**src/hdl/gnd_pkg.sv**
```systemverilog
// ----------------------------------------------------------------------------
// gnd_pkg
// Shared types, codes and denomination tables for the note dispenser.
// ----------------------------------------------------------------------------
package gnd_pkg;

	// number of real denominations, largest first
	localparam int NUM_FACES = 9;

	// largest value shown on the total output
	localparam logic [25:0] TOTAL_MAX = 26'h3FF_FFFF;

	// result status codes
	typedef enum logic [1:0] {
		ST_OK       = 2'd0,
		ST_OVER     = 2'd1,
		ST_LOW      = 2'd2,
		ST_NOEXACT  = 2'd3
	} status_t;

	// operation codes
	typedef enum logic {
		OP_WITHDRAW = 1'b0,
		OP_DEPOSIT  = 1'b1
	} op_t;

	// commands from controller to datapath
	typedef struct packed {
		logic    load;
		logic    deposit;
		logic    sum_clr;
		logic    sum_en;
		logic    trial_load;
		logic    mul_a;
		logic    mul_b;
		logic    step;
		logic    commit;
		logic    st_set;
		status_t st_val;
		logic    out_load;
	} cmd_t;

	// status from datapath to controller
	typedef struct packed {
		logic op_dep;
		logic over_limit;
		logic too_low;
		logic rest_zero;
		logic out_free;
	} sts_t;

	// face value of a slot; slots past the real ones are worth nothing
	function automatic logic [8:0] face_val(input logic [3:0] idx);
		logic [8:0] v;
		case (idx)
			4'd0: v = 9'd500;
			4'd1: v = 9'd200;
			4'd2: v = 9'd100;
			4'd3: v = 9'd50;
			4'd4: v = 9'd20;
			4'd5: v = 9'd10;
			4'd6: v = 9'd5;
			4'd7: v = 9'd2;
			4'd8: v = 9'd1;
			default: v = 9'd0;
		endcase
		return v;
	endfunction

	// floor(2^31 / face value), used to divide the remainder by a face value
	function automatic logic [31:0] recip_val(input logic [3:0] idx);
		logic [31:0] r;
		case (idx)
			4'd0: r = 32'd4294967;
			4'd1: r = 32'd10737418;
			4'd2: r = 32'd21474836;
			4'd3: r = 32'd42949672;
			4'd4: r = 32'd107374182;
			4'd5: r = 32'd214748364;
			4'd6: r = 32'd429496729;
			4'd7: r = 32'd1073741824;
			4'd8: r = 32'd2147483648;
			default: r = 32'd0;
		endcase
		return r;
	endfunction

endpackage

```
**src/hdl/gnd_if.sv**
```systemverilog
// ----------------------------------------------------------------------------
// gnd_if
// Request and response channels of the note dispenser.
// ----------------------------------------------------------------------------
interface gnd_req_if;
	logic        valid;
	logic        ready;
	logic        operation;
	logic [23:0] amount;
	logic [23:0] card_limit;
	logic [8:0]  note_value;
	logic [7:0]  quantity;

	modport source (output valid, operation, amount, card_limit, note_value, quantity,
		input ready);
	modport sink (input valid, operation, amount, card_limit, note_value, quantity,
		output ready);
endinterface

interface gnd_rsp_if;
	logic        valid;
	logic        ready;
	logic [23:0] paid_amount;
	logic [1:0]  status;
	logic [25:0] total_held;

	modport source (output valid, paid_amount, status, total_held, input ready);
	modport sink (input valid, paid_amount, status, total_held, output ready);
endinterface

```
**src/hdl/gnd_ctrl.sv**
```systemverilog
// ----------------------------------------------------------------------------
// gnd_ctrl
// Sequencer: total walk, deposit, limit checks, greedy walk, commit and result load.
// ----------------------------------------------------------------------------
module gnd_ctrl #(
	parameter int ACTIVE = 9,
	parameter int IW     = 4
) (
	input  logic           clk,
	input  logic           arst_n,
	input  logic           req_valid,
	output logic           req_ready,
	input  gnd_pkg::sts_t  sts,
	output gnd_pkg::cmd_t  cmd,
	output logic [IW-1:0]  idx
);
	import gnd_pkg::*;

	typedef enum logic [8:0] {
		S_IDLE  = 9'b000000001,
		S_DEP   = 9'b000000010,
		S_SUM   = 9'b000000100,
		S_CHECK = 9'b000001000,
		S_WA    = 9'b000010000,
		S_WB    = 9'b000100000,
		S_WC    = 9'b001000000,
		S_FIN   = 9'b010000000,
		S_OUT   = 9'b100000000
	} state_t;

	localparam logic [IW-1:0] LAST = IW'(ACTIVE - 1);

	state_t        state_q, state_d;
	logic [IW-1:0] idx_q, idx_d;
	logic          post_q, post_d;

	assign req_ready = (state_q == S_IDLE);
	assign idx       = idx_q;

	// next state and commands
	always_comb begin
		state_d = state_q;
		idx_d   = idx_q;
		post_d  = post_q;
		cmd     = '0;
		cmd.st_val = ST_OK;
		case (state_q)
			S_IDLE: begin
				if (req_valid) begin
					cmd.load    = 1'b1;
					cmd.sum_clr = 1'b1;
					idx_d       = '0;
					post_d      = 1'b0;
					state_d     = S_SUM;
				end
			end
			S_DEP: begin
				cmd.deposit = 1'b1;
				cmd.sum_clr = 1'b1;
				idx_d       = '0;
				post_d      = 1'b1;
				state_d     = S_SUM;
			end
			S_SUM: begin
				cmd.sum_en = 1'b1;
				if (idx_q == LAST) begin
					if (post_q) begin
						state_d = S_OUT;
					end else if (sts.op_dep) begin
						state_d = S_DEP;
					end else begin
						state_d = S_CHECK;
					end
				end else begin
					idx_d = idx_q + 1'b1;
				end
			end
			S_CHECK: begin
				if (sts.over_limit) begin
					cmd.st_set = 1'b1;
					cmd.st_val = ST_OVER;
					state_d    = S_OUT;
				end else if (sts.too_low) begin
					cmd.st_set = 1'b1;
					cmd.st_val = ST_LOW;
					state_d    = S_OUT;
				end else begin
					cmd.trial_load = 1'b1;
					idx_d          = '0;
					state_d        = S_WA;
				end
			end
			S_WA: begin
				cmd.mul_a = 1'b1;
				state_d   = S_WB;
			end
			S_WB: begin
				cmd.mul_b = 1'b1;
				state_d   = S_WC;
			end
			S_WC: begin
				cmd.step = 1'b1;
				if (idx_q == LAST) begin
					state_d = S_FIN;
				end else begin
					idx_d   = idx_q + 1'b1;
					state_d = S_WA;
				end
			end
			S_FIN: begin
				if (sts.rest_zero) begin
					cmd.commit  = 1'b1;
					cmd.sum_clr = 1'b1;
					idx_d       = '0;
					post_d      = 1'b1;
					state_d     = S_SUM;
				end else begin
					cmd.st_set = 1'b1;
					cmd.st_val = ST_NOEXACT;
					state_d    = S_OUT;
				end
			end
			S_OUT: begin
				if (sts.out_free) begin
					cmd.out_load = 1'b1;
					state_d      = S_IDLE;
				end
			end
			default: begin
				state_d = S_IDLE;
			end
		endcase
	end

	// state registers
	always_ff @(posedge clk or negedge arst_n) begin
		if (!arst_n) begin
			state_q <= S_IDLE;
			idx_q   <= '0;
			post_q  <= 1'b0;
		end else begin
			state_q <= state_d;
			idx_q   <= idx_d;
			post_q  <= post_d;
		end
	end

endmodule

```
**src/hdl/gnd_dpath.sv**
```systemverilog
// ----------------------------------------------------------------------------
// gnd_dpath
// Note counts, total accumulator, greedy divide unit and result register.
// ----------------------------------------------------------------------------
module gnd_dpath #(
	parameter int ACTIVE = 9,
	parameter int IW     = 4,
	parameter int CW     = 16
) (
	input  logic           clk,
	input  logic           arst_n,
	input  gnd_pkg::cmd_t  cmd,
	input  logic [IW-1:0]  idx,
	output gnd_pkg::sts_t  sts,
	gnd_req_if.sink        req,
	gnd_rsp_if.source      rsp
);
	import gnd_pkg::*;

	localparam int TW   = (CW + 13 > 26) ? CW + 13 : 26;
	localparam int CMPW = (CW > 25) ? CW : 25;

	// latched request
	logic        op_q;
	logic [23:0] amount_q;
	logic [23:0] limit_q;
	logic [8:0]  value_q;
	logic [7:0]  qty_q;

	// inventory and trial copy
	logic [CW-1:0] counts_q [ACTIVE];
	logic [CW-1:0] trial_q  [ACTIVE];
	logic [CW-1:0] dep_next [ACTIVE];

	// walk registers
	logic [TW-1:0]  sum_q;
	logic [23:0]    rest_q;
	logic [55:0]    prod_q;
	logic [CW+8:0]  cv_q;
	logic [23:0]    qe_q;
	logic [23:0]    r_q;
	status_t        st_q;

	// result register
	logic        out_valid_q;
	logic [23:0] paid_q;
	status_t     status_q;
	logic [25:0] total_q;

	logic [8:0]     v;
	logic [CW-1:0]  cnt;
	logic [32:0]    qv;
	logic           ge;
	logic [24:0]    q_c;
	logic [23:0]    r_c;
	logic           fits;

	assign v   = face_val(4'(idx));
	assign cnt = trial_q[idx];

	// remainder correction of the reciprocal estimate
	assign qv   = 33'(prod_q[54:31]) * 33'(v);
	assign ge   = (r_q >= 24'(v));
	assign q_c  = {1'b0, qe_q} + 25'(ge);
	assign r_c  = ge ? (r_q - 24'(v)) : r_q;
	assign fits = (CMPW'(q_c) <= CMPW'(cnt));

	// saturating deposit per slot
	always_comb begin
		for (int j = 0; j < ACTIVE; j++) begin
			logic [CW:0] s;
			s = {1'b0, counts_q[j]} + (CW+1)'(qty_q);
			if (face_val(4'(j)) == value_q && value_q != 9'd0) begin
				dep_next[j] = s[CW] ? {CW{1'b1}} : s[CW-1:0];
			end else begin
				dep_next[j] = counts_q[j];
			end
		end
	end

	// status to controller
	assign sts.op_dep     = (op_q == OP_DEPOSIT);
	assign sts.over_limit = (amount_q > limit_q);
	assign sts.too_low    = (sum_q < TW'(amount_q));
	assign sts.rest_zero  = (rest_q == 24'd0);
	assign sts.out_free   = !out_valid_q || rsp.ready;

	// note counts: deposit and commit
	always_ff @(posedge clk or negedge arst_n) begin
		if (!arst_n) begin
			for (int j = 0; j < ACTIVE; j++) begin
				counts_q[j] <= CW'(1);
			end
		end else if (cmd.deposit) begin
			counts_q <= dep_next;
		end else if (cmd.commit) begin
			counts_q <= trial_q;
		end
	end

	// request latch, accumulator and greedy walk
	always_ff @(posedge clk) begin
		if (cmd.load) begin
			op_q     <= req.operation;
			amount_q <= req.amount;
			limit_q  <= req.card_limit;
			value_q  <= req.note_value;
			qty_q    <= req.quantity;
		end
		if (cmd.sum_clr) begin
			sum_q <= '0;
		end else if (cmd.sum_en) begin
			sum_q <= sum_q + TW'(v) * TW'(counts_q[idx]);
		end
		if (cmd.load) begin
			st_q <= ST_OK;
		end else if (cmd.st_set) begin
			st_q <= cmd.st_val;
		end
		if (cmd.trial_load) begin
			trial_q <= counts_q;
			rest_q  <= amount_q;
		end
		if (cmd.mul_a) begin
			prod_q <= 56'(rest_q) * 56'(recip_val(4'(idx)));
			cv_q   <= (CW+9)'(cnt) * (CW+9)'(v);
		end
		if (cmd.mul_b) begin
			qe_q <= prod_q[54:31];
			r_q  <= rest_q - qv[23:0];
		end
		if (cmd.step) begin
			if (fits) begin
				trial_q[idx] <= cnt - CW'(q_c);
				rest_q       <= r_c;
			end else begin
				trial_q[idx] <= '0;
				rest_q       <= rest_q - 24'(cv_q);
			end
		end
	end

	// result payload
	always_ff @(posedge clk) begin
		if (cmd.out_load) begin
			paid_q   <= (op_q == OP_WITHDRAW && st_q == ST_OK) ? amount_q : 24'd0;
			status_q <= st_q;
			total_q  <= (sum_q > TW'(TOTAL_MAX)) ? TOTAL_MAX : sum_q[25:0];
		end
	end

	// result valid
	always_ff @(posedge clk or negedge arst_n) begin
		if (!arst_n) begin
			out_valid_q <= 1'b0;
		end else if (cmd.out_load) begin
			out_valid_q <= 1'b1;
		end else if (rsp.ready) begin
			out_valid_q <= 1'b0;
		end
	end

	assign rsp.valid       = out_valid_q;
	assign rsp.paid_amount = paid_q;
	assign rsp.status      = status_q;
	assign rsp.total_held  = total_q;

endmodule

```
**src/hdl/greedy_note_dispenser.sv**
```systemverilog
// ----------------------------------------------------------------------------
// greedy_note_dispenser
// Cash dispenser with a limited note inventory and greedy payout.
// ----------------------------------------------------------------------------
// Usage: items arrive on req (valid/ready) and one result per item leaves on
// rsp (valid/ready). A withdraw item is checked against its card limit, then
// against the total held, then paid out greedily from the largest note down;
// only an exact payout changes the counts. A deposit item adds notes to the
// matching denomination, saturating at the count width.
// One item is worked on at a time; req.ready is high only while the
// sequencer is idle. The active slots are the first min(NUM_DENOMS, 9)
// denominations. Each item walks the counts to form the total held (one
// multiply-accumulate per slot); a deposit or an exact payout walks them
// again after the counts change. The greedy walk takes each slot through
// the reciprocal multiply, the remainder and its correction, and the
// count step. The result sits in an output register; the next item can
// be taken in the cycle after the result is loaded, while it waits, and
// the sequencer holds a finished result until rsp frees.
// Reset sets every count to one note and empties the output register.
// ----------------------------------------------------------------------------
module greedy_note_dispenser #(
	parameter int NUM_DENOMS  = 9,
	parameter int COUNT_WIDTH = 16
) (
	input  logic       clk,
	input  logic       arst_n,
	gnd_req_if.sink    req,
	gnd_rsp_if.source  rsp
);
	import gnd_pkg::*;

	localparam int ACTIVE = (NUM_DENOMS < NUM_FACES) ? NUM_DENOMS : NUM_FACES;
	localparam int IW     = (ACTIVE > 1) ? $clog2(ACTIVE) : 1;

	cmd_t          cmd;
	sts_t          sts;
	logic [IW-1:0] idx;

	// sequencer
	gnd_ctrl #(
		.ACTIVE (ACTIVE),
		.IW     (IW)
	) u_ctrl (
		.clk       (clk),
		.arst_n    (arst_n),
		.req_valid (req.valid),
		.req_ready (req.ready),
		.sts       (sts),
		.cmd       (cmd),
		.idx       (idx)
	);

	// datapath
	gnd_dpath #(
		.ACTIVE (ACTIVE),
		.IW     (IW),
		.CW     (COUNT_WIDTH)
	) u_dpath (
		.clk    (clk),
		.arst_n (arst_n),
		.cmd    (cmd),
		.idx    (idx),
		.sts    (sts),
		.req    (req),
		.rsp    (rsp)
	);

endmodule

```
**src/flat_wrapper.sv**
```systemverilog
// flat-port wrapper written by rule: the top's interface ports become plain ports
module greedy_note_dispenser_flat import gnd_pkg::*;
#(
	parameter int NUM_DENOMS  = 9,
	parameter int COUNT_WIDTH = 16
)
  (clk, arst_n, req_valid, req_operation, req_amount, req_card_limit, req_note_value, req_quantity, req_ready, rsp_valid, rsp_paid_amount, rsp_status, rsp_total_held, rsp_ready);
  gnd_req_if req_i ();
  gnd_rsp_if rsp_i ();
  input  logic clk;
  input  logic arst_n;
  input wire logic [$bits(req_i.valid)-1:0] req_valid;
  input wire logic [$bits(req_i.operation)-1:0] req_operation;
  input wire logic [$bits(req_i.amount)-1:0] req_amount;
  input wire logic [$bits(req_i.card_limit)-1:0] req_card_limit;
  input wire logic [$bits(req_i.note_value)-1:0] req_note_value;
  input wire logic [$bits(req_i.quantity)-1:0] req_quantity;
  output wire logic [$bits(req_i.ready)-1:0] req_ready;
  output wire logic [$bits(rsp_i.valid)-1:0] rsp_valid;
  output wire logic [$bits(rsp_i.paid_amount)-1:0] rsp_paid_amount;
  output wire logic [$bits(rsp_i.status)-1:0] rsp_status;
  output wire logic [$bits(rsp_i.total_held)-1:0] rsp_total_held;
  input wire logic [$bits(rsp_i.ready)-1:0] rsp_ready;
  assign req_i.valid = req_valid;
  assign req_i.operation = req_operation;
  assign req_i.amount = req_amount;
  assign req_i.card_limit = req_card_limit;
  assign req_i.note_value = req_note_value;
  assign req_i.quantity = req_quantity;
  assign req_ready = req_i.ready;
  assign rsp_valid = rsp_i.valid;
  assign rsp_paid_amount = rsp_i.paid_amount;
  assign rsp_status = rsp_i.status;
  assign rsp_total_held = rsp_i.total_held;
  assign rsp_i.ready = rsp_ready;
  greedy_note_dispenser #(.NUM_DENOMS(NUM_DENOMS), .COUNT_WIDTH(COUNT_WIDTH)) u_core (.clk(clk), .arst_n(arst_n), .req(req_i), .rsp(rsp_i));
endmodule
```
**config.mk**
```make
export PLATFORM = sky130hd
export DESIGN_NAME = greedy_note_dispenser_flat
export DESIGN_NICKNAME = d
export VERILOG_FILES = /design/src/hdl/gnd_pkg.sv /design/src/hdl/gnd_if.sv /design/src/hdl/gnd_ctrl.sv /design/src/hdl/gnd_dpath.sv /design/src/hdl/greedy_note_dispenser.sv /design/src/flat_wrapper.sv
export SDC_FILE = /design/constraint.sdc
export NUM_CORES = 2
export LEC_CHECK = 0
export CAP_MARGIN = 30
export CELL_PAD_IN_SITES_DETAIL_PLACEMENT = 1
export CELL_PAD_IN_SITES_GLOBAL_PLACEMENT = 1
export CORE_AREA = 10 10 497 499
export CTS_CLUSTER_SIZE = 10
export DETAILED_ROUTE_END_ITERATION = 10
export DIE_AREA = 0 0 507 509
export DONT_BUFFER_PORTS = 1
export PLACE_DENSITY = 0.57
export SYNTH_ARGS = -nofsm -noshare
export SYNTH_HDL_FRONTEND = slang
export SYNTH_SLANG_ARGS = --single-unit
export TNS_END_PERCENT = 20
```
**constraint.sdc**
```tcl
create_clock -name clk -period 12.3 [get_ports clk]
set_input_delay 0.615 -clock clk [delete_from_list [all_inputs] [get_ports clk]]
set_output_delay 0.615 -clock clk [all_outputs]
set_load 0.05 [all_outputs]
```
---- Word level (Yosys, flattened, before mapping) ----
Memory sizes are Yosys's and may differ from the RTL's.
Cells that the tools add are included.
storage, ports and cells
  register bits ........................... 603
  latch bits .............................. 0
  memory bits (writable) .................. 0
  ROM bits ................................ 640
  input bits .............................. 70
  output and inout bits ................... 54
  logic and storage cells ................. 216
  memories kept ........................... 2
memory list
  name              depth  width  read ports  clocked after Yosys merged registers in  write ports  RTL line       text
  (name not given)  16     31     1           0                                        0            gnd_pkg.sv:73  case (idx)
  (name not given)  16     9      1           0                                        0            gnd_pkg.sv:55  case (idx)
operators by class
  $add $sub $neg .......................... 16
  multipliers ............................. 4
  div/mod/pow operators ................... 0
  order comparisons ....................... 7
  equality and inequality tests ........... 35
  shift operators ......................... 0
  multiplexer cells ....................... 77
  bitwise operators ....................... 4
  reduce and logical (&&, ||, !) cells .... 34
operators by type and width
  cell                  count
  $mux 144              5
  $mux 16               23
  $add 16x8->17         9
  $and 144x144->144     1
  $bwmux 144            1
  $not 144->144         1
  $bmux 16 s4           2
  $mux 24               4
  $pmux 9 s9            1
  $demux 16 s4          1
  $mux 9                7
  $mul 24x32->55        1
  $sub 24x24->24        2
  $mux 32               1
  $add 29x25->29        1
  $gt 29x26->1 const B  1
  $lt 29x24->1          1
  $ne 2x2->1 const B    14
  $add 24x1->25         1
  $le 25x16->1          1
  $mul 9x16->25         1
  $ge 24x9->1           1
  $gt 24x24->1          1
  $logic_not 24->1      1
  other kinds (48)      95

---- Logic depth before layout (Yosys ltp) ----
  word-level depth ........................ 9
  mapped depth ............................ 41

---- Worst setup path before layout ----
Ideal clock, no wire load.
  path kind ............................... flip-flop to flip-flop
  start point ............................. register u_core.u_ctrl.idx_q[0], in the netlist u_core.u_ctrl.idx[0]
  end point ............................... register u_core.u_dpath.prod_q[51], data pin
  arrival ................................. 8.884 ns
  slack ................................... 3.156 ns
  cell stages (with the launch flop) ...... 35
  clock period less this slack ............ 9.144 ns
  path through ............................ dfrtp_1 > clkbuf_1 > buf_1 > clkbuf_1 > inv_1 > ha_1 > o21a_1 > nor2_1 > clkbuf_1 > clkbuf_1 > nand2_1 > fa_1 > inv_1 > fa_1 > inv_1 > fa_1 > inv_1 > fa_1 > fa_1 > fa_1 > inv_1 > fa_1 > inv_1 > ha_1 > nand4_1 > nor4_1 > nand2_1 > nor4_1 > nor3_1 > o22ai_1 > a21oi_1 > a21oi_1 > a21oi_1 > o21ai_0 > xnor2_1
between the ends
  longest elaborated chain between the ends .. 3
RTL lines
  item                      RTL line          text
  start: declaration        gnd_ctrl.sv:34    logic [IW-1:0] idx_q, idx_d;
  start signal: assignment  gnd_ctrl.sv:143   idx_q <= idx_d;
  $mem_v2 16x31             n/a
  $mux 32                   gnd_dpath.sv:124  if (cmd.mul_a) begin
  $mul 24x32->55            gnd_dpath.sv:125  prod_q <= 56'(rest_q) * 56'(recip_val(4'(idx)));
  end signal: assignment    gnd_dpath.sv:125
  end: declaration          gnd_dpath.sv:38   logic [55:0] prod_q;
Every way passes these cells. The select of a mux whose other input is x is not followed.
A chain may end at the register's enable or synchronous reset.

---- Worst setup path in the final report ----
  start point ............................. register u_core.u_ctrl.idx_q[0], in the netlist u_core.u_ctrl.idx[0]
  end point ............................... register u_core.u_dpath.prod_q[52], data pin
The elaborated chain is that of the path after synthesis.

==> summary.txt <==
STA
  – RSZ-0062 raised after global routing: false
  – Measured slew at the worst slew-check pin: 1.589 ns
  – F_max: approximately 96 MHz
  – Post-route setup TNS: 0 ns
  – Final Setup Violations: 0
  – Final Hold Viols: 0
  – Fin. max-slew vios: 50
  – Final min period: 10.44 ns
  – Tcrit/Tclk final: 84.84%
  – Clock Skew: 0.04701 ns
  – Worst rel slew slack: -5.965%

Critical path
  – Slowest stage cell on the critical path: dfrtp_4
  – Startpoint Class: flop
  – WP data required: about 13 ns
  – WP depth: 29
  – CP Max Fanout: 31
  – Worst EP arrival: roughly 11 ns
  – CP max stage delay: around 0.80 ns
  – Buffers & Inverters on Critical Path: 6
  – Worst Setup Path Type: reg -> reg
  – Most frequent CP cell: fa_1
  – R2R depth: 29
  – CP top delay family: adder cells
  – Critical Path Sink Type: flop

Place
  – IO Port Bufs: 0
  – Global placer's final weighted congestion: approximately 0.9
  – Post-DP HPWL: roughly 220 mm

Logic synthesis
  – Post-synth ARST share: between 20% and 30%
  – Largest family of logic cells by synthesized area: adder cells
  – Yosys reg bits: 572
  – Avg Cell Area, Syn: slightly above 9 µm²
  – Post-synthesis compound-gate area fraction: between 9 and 10%
  – Syn nets: around 9.2k
  – Most common cell in the netlist: inv_1
  – Yosys top cell area share: between 20% and 30%
  – Synth Warn #: 0
  – Top post-synthesis cells by area: fa_1 (28%), edfxtp_1 (10%), ha_1 (9.4%)
  – Simple-gate share of the synthesized area: 14.27%
  – Yosys cell types: 77
  – Multiplexer area fraction after synthesis: between 5 and 6%
  – Seq/Total Area, Yosys: 20.67%
  – Post-Synth XOR/XNOR Area: under 10%
  – Commonest cells post-synth: inv_1 (1,335), fa_1 (1,004), nand2_1 (809)
  – Synthesized area: between 70,000 and 80,000 µm²
  – Cell taking the most area after synthesis: fa_1
  – EDFF count, synth: roughly 240
  – Synth Area in Adders: a little under two fifths
  – Gate Count Post-Synth: 7,626
  – Main synth FF type: edfxtp_1

Clock network
  – CTS clk-pin slew, worst paths: around 0.060 ns
  – Clk_lat worst skew: approximately 0.7 ns
  – H-tree levels: 3
  – Hold bufs inserted after CTS: just under 70
  – CTS resizes: 0
  – CTS tree: done
  – Largest buffer count on any clock path: 3
  – Post-CTS setup buffers: 0
  – Num CTS Buffers: 75
  – Root Buffer: clkbuf_16
  – Clk sinks: between 500 and 600

Layout
  – Final core utilization: between 30% and 40%
  – Area growth syn-to-layout: 10.75%
  – Layout cell share with drive strength beyond 1: under 10%
  – Nets@finish: about 9.2k

Min path
  – Worst Hold Class: in -> reg
  – Hold depth: 2

Detailed routing
  – Via-to-Cell Ratio: between 5 and 6
  – DR vias: 56.49k
  – DR WL/cell: roughly 26 µm
  – Initial drt markers: around 4.2k
  – DRC: 0
  – DRT Pass-1 Iters: 6
  – Detail Route Antenna Nets: 0
  – Detailed Route WL: around 280 mm

Outcome
  – Failing checks: slew limit
  – Status: finished with violations

Floorplanning
  – Overall die height: 509 µm
  – Die width: slightly above 500 µm
  – Row count: ~180
  – DIE AREA: approximately 260,000 µm²
  – Core Area: 237,000 µm²
  – Ports: 124
  – Starting density of the core: approximately 30%

GRT
  – First-pass GRT wire length: 418.0 mm
  – Initial antenna violation count: 8
  – Largest net degree at the start of global routing: 160
  – Overall routing resource usage: between 20% and 30%
  – Global route overflow: 0
  – Vias in the first global route: 61.62k

Job
  – Max-cap violations: 0
-- layout by cell type, fill, tap and decap left out, types with 119 or more instances in the layout --
cell / n
o21ai_0: 280
and2_1: 426
buf_4: 147
dfxtp_1: 175
ha_1: 531
xnor2_1: 148
mux2i_1: 250
inv_1: 1335
nand2_1: 809
fa_1: 1004
nor2_1: 381
nand3_1: 119
dfrtp_1: 146
a21oi_1: 432
edfxtp_1: 238
-- final timing paths --
path / start / to / slack [ns]
setup / recovery: u_core.u_ctrl.idx[0] / u_core.u_dpath.prod_q[52] / 1.86
hold / removal: req_valid / u_core.u_ctrl.post_q / 0.37
setup reg to reg: u_core.u_ctrl.idx[0] / u_core.u_dpath.prod_q[52] / 1.86
hold reg to reg: u_core.u_dpath.sum_q[24] / u_core.u_dpath.sum_q[24] / 0.50
max in group asynchronous: arst_n / u_core.u_ctrl.idx[3] / 10.39
min in group asynchronous: arst_n / u_core.u_dpath.counts_q[127] / 0.50
-- flip-flops by register name, summed over array words and instances (netlist names), 2 cells and up --
name	cells
u_core.u_dpath.counts_q	144
u_core.u_dpath.limit_q	24
u_core.u_dpath.r_q	24
u_core.u_ctrl.state_q	9
u_core.u_dpath.st_q	2
u_core.u_dpath.value_q	9
u_core.u_dpath.sum_q	29
u_core.u_dpath.trial_q	144
u_core.u_dpath.rest_q	24
u_core.u_dpath.qe_q	24
u_core.u_ctrl.idx	4
u_core.u_dpath.amount_q	24
u_core.u_dpath.qty_q	8
u_core.u_dpath.cv_q	24
u_core.u_dpath.rsp.total_held	26
u_core.u_dpath.prod_q	24
u_core.u_dpath.rsp.status	2
u_core.u_dpath.rsp.paid_amount	24
-- routing by layer --
metal / share of wire (%) / up-vias / track usage, %
met5: 0.0050 / - / 0
met1: 46 / 29880 / 30.25
met2: 45 / 1637 / 34.46
met4: 2.9 / 2 / 5.897
li1: - / 24600 / -
met3: 6.0 / 373 / 3.214
-- cells by family after synthesis --
kind of cell,count (synthesis)
multiplexers,338
buffers and inverters,1672
AND/OR/NAND/NOR,2116
flip-flops,572
XOR/XNOR,201
AO/OA/AOI/OAI,1192
adder cells (fa/ha/maj),1535
-- cell type report --
| class | count | area (µm²) |
|---|---|---|
| Antenna cell | 3 | 7.507 |
| Clock buffer | 112 | 2098 |
| Clock inverter | 22 | 341.6 |
| Fill cell | 27510 | 158500 |
| Inverter | 1344 | 5045 |
| Multi-Input combinational cell | 5382 | 50150 |
| Sequential cell | 572 | 14650 |
| Tap cell | 3167 | 3963 |
| Timing Repair Buffer | 235 | 2185 |
-- worst register-to-register path, delay by kind of cell, from the launching register on --
kind	cells	cell delay (ns)
adder cells (fa/ha/maj)	9	4.77
buffers and inverters	6	1.00
AO/OA/AOI/OAI	5	2.00
XOR/XNOR	1	0.13
flip-flops	1	0.80
AND/OR/NAND/NOR	8	1.53
-- per-stage QoR --
stage / instances / hold WS [ns] / setup WS (ns) / cell area, µm²
3_5_place_dp: 10630 / 0.3919 / 1.893 / 75230
3_3_place_gp: 10610 / 0.3958 / 2.154 / 74910
4_1_cts: 10830 / 0.03383 / 1.930 / 78370
2_1_floorplan: 7626 / 0.3194 / 3.156 / 70830
5_1_grt: 10840 / 0.3495 / 1.206 / 78440
6_report: 10840 / 0.3726 / 1.865 / 78440
Power is not shown: default switching activity piles up to over one toggle a cycle in this logic, so the estimate is an artifact.
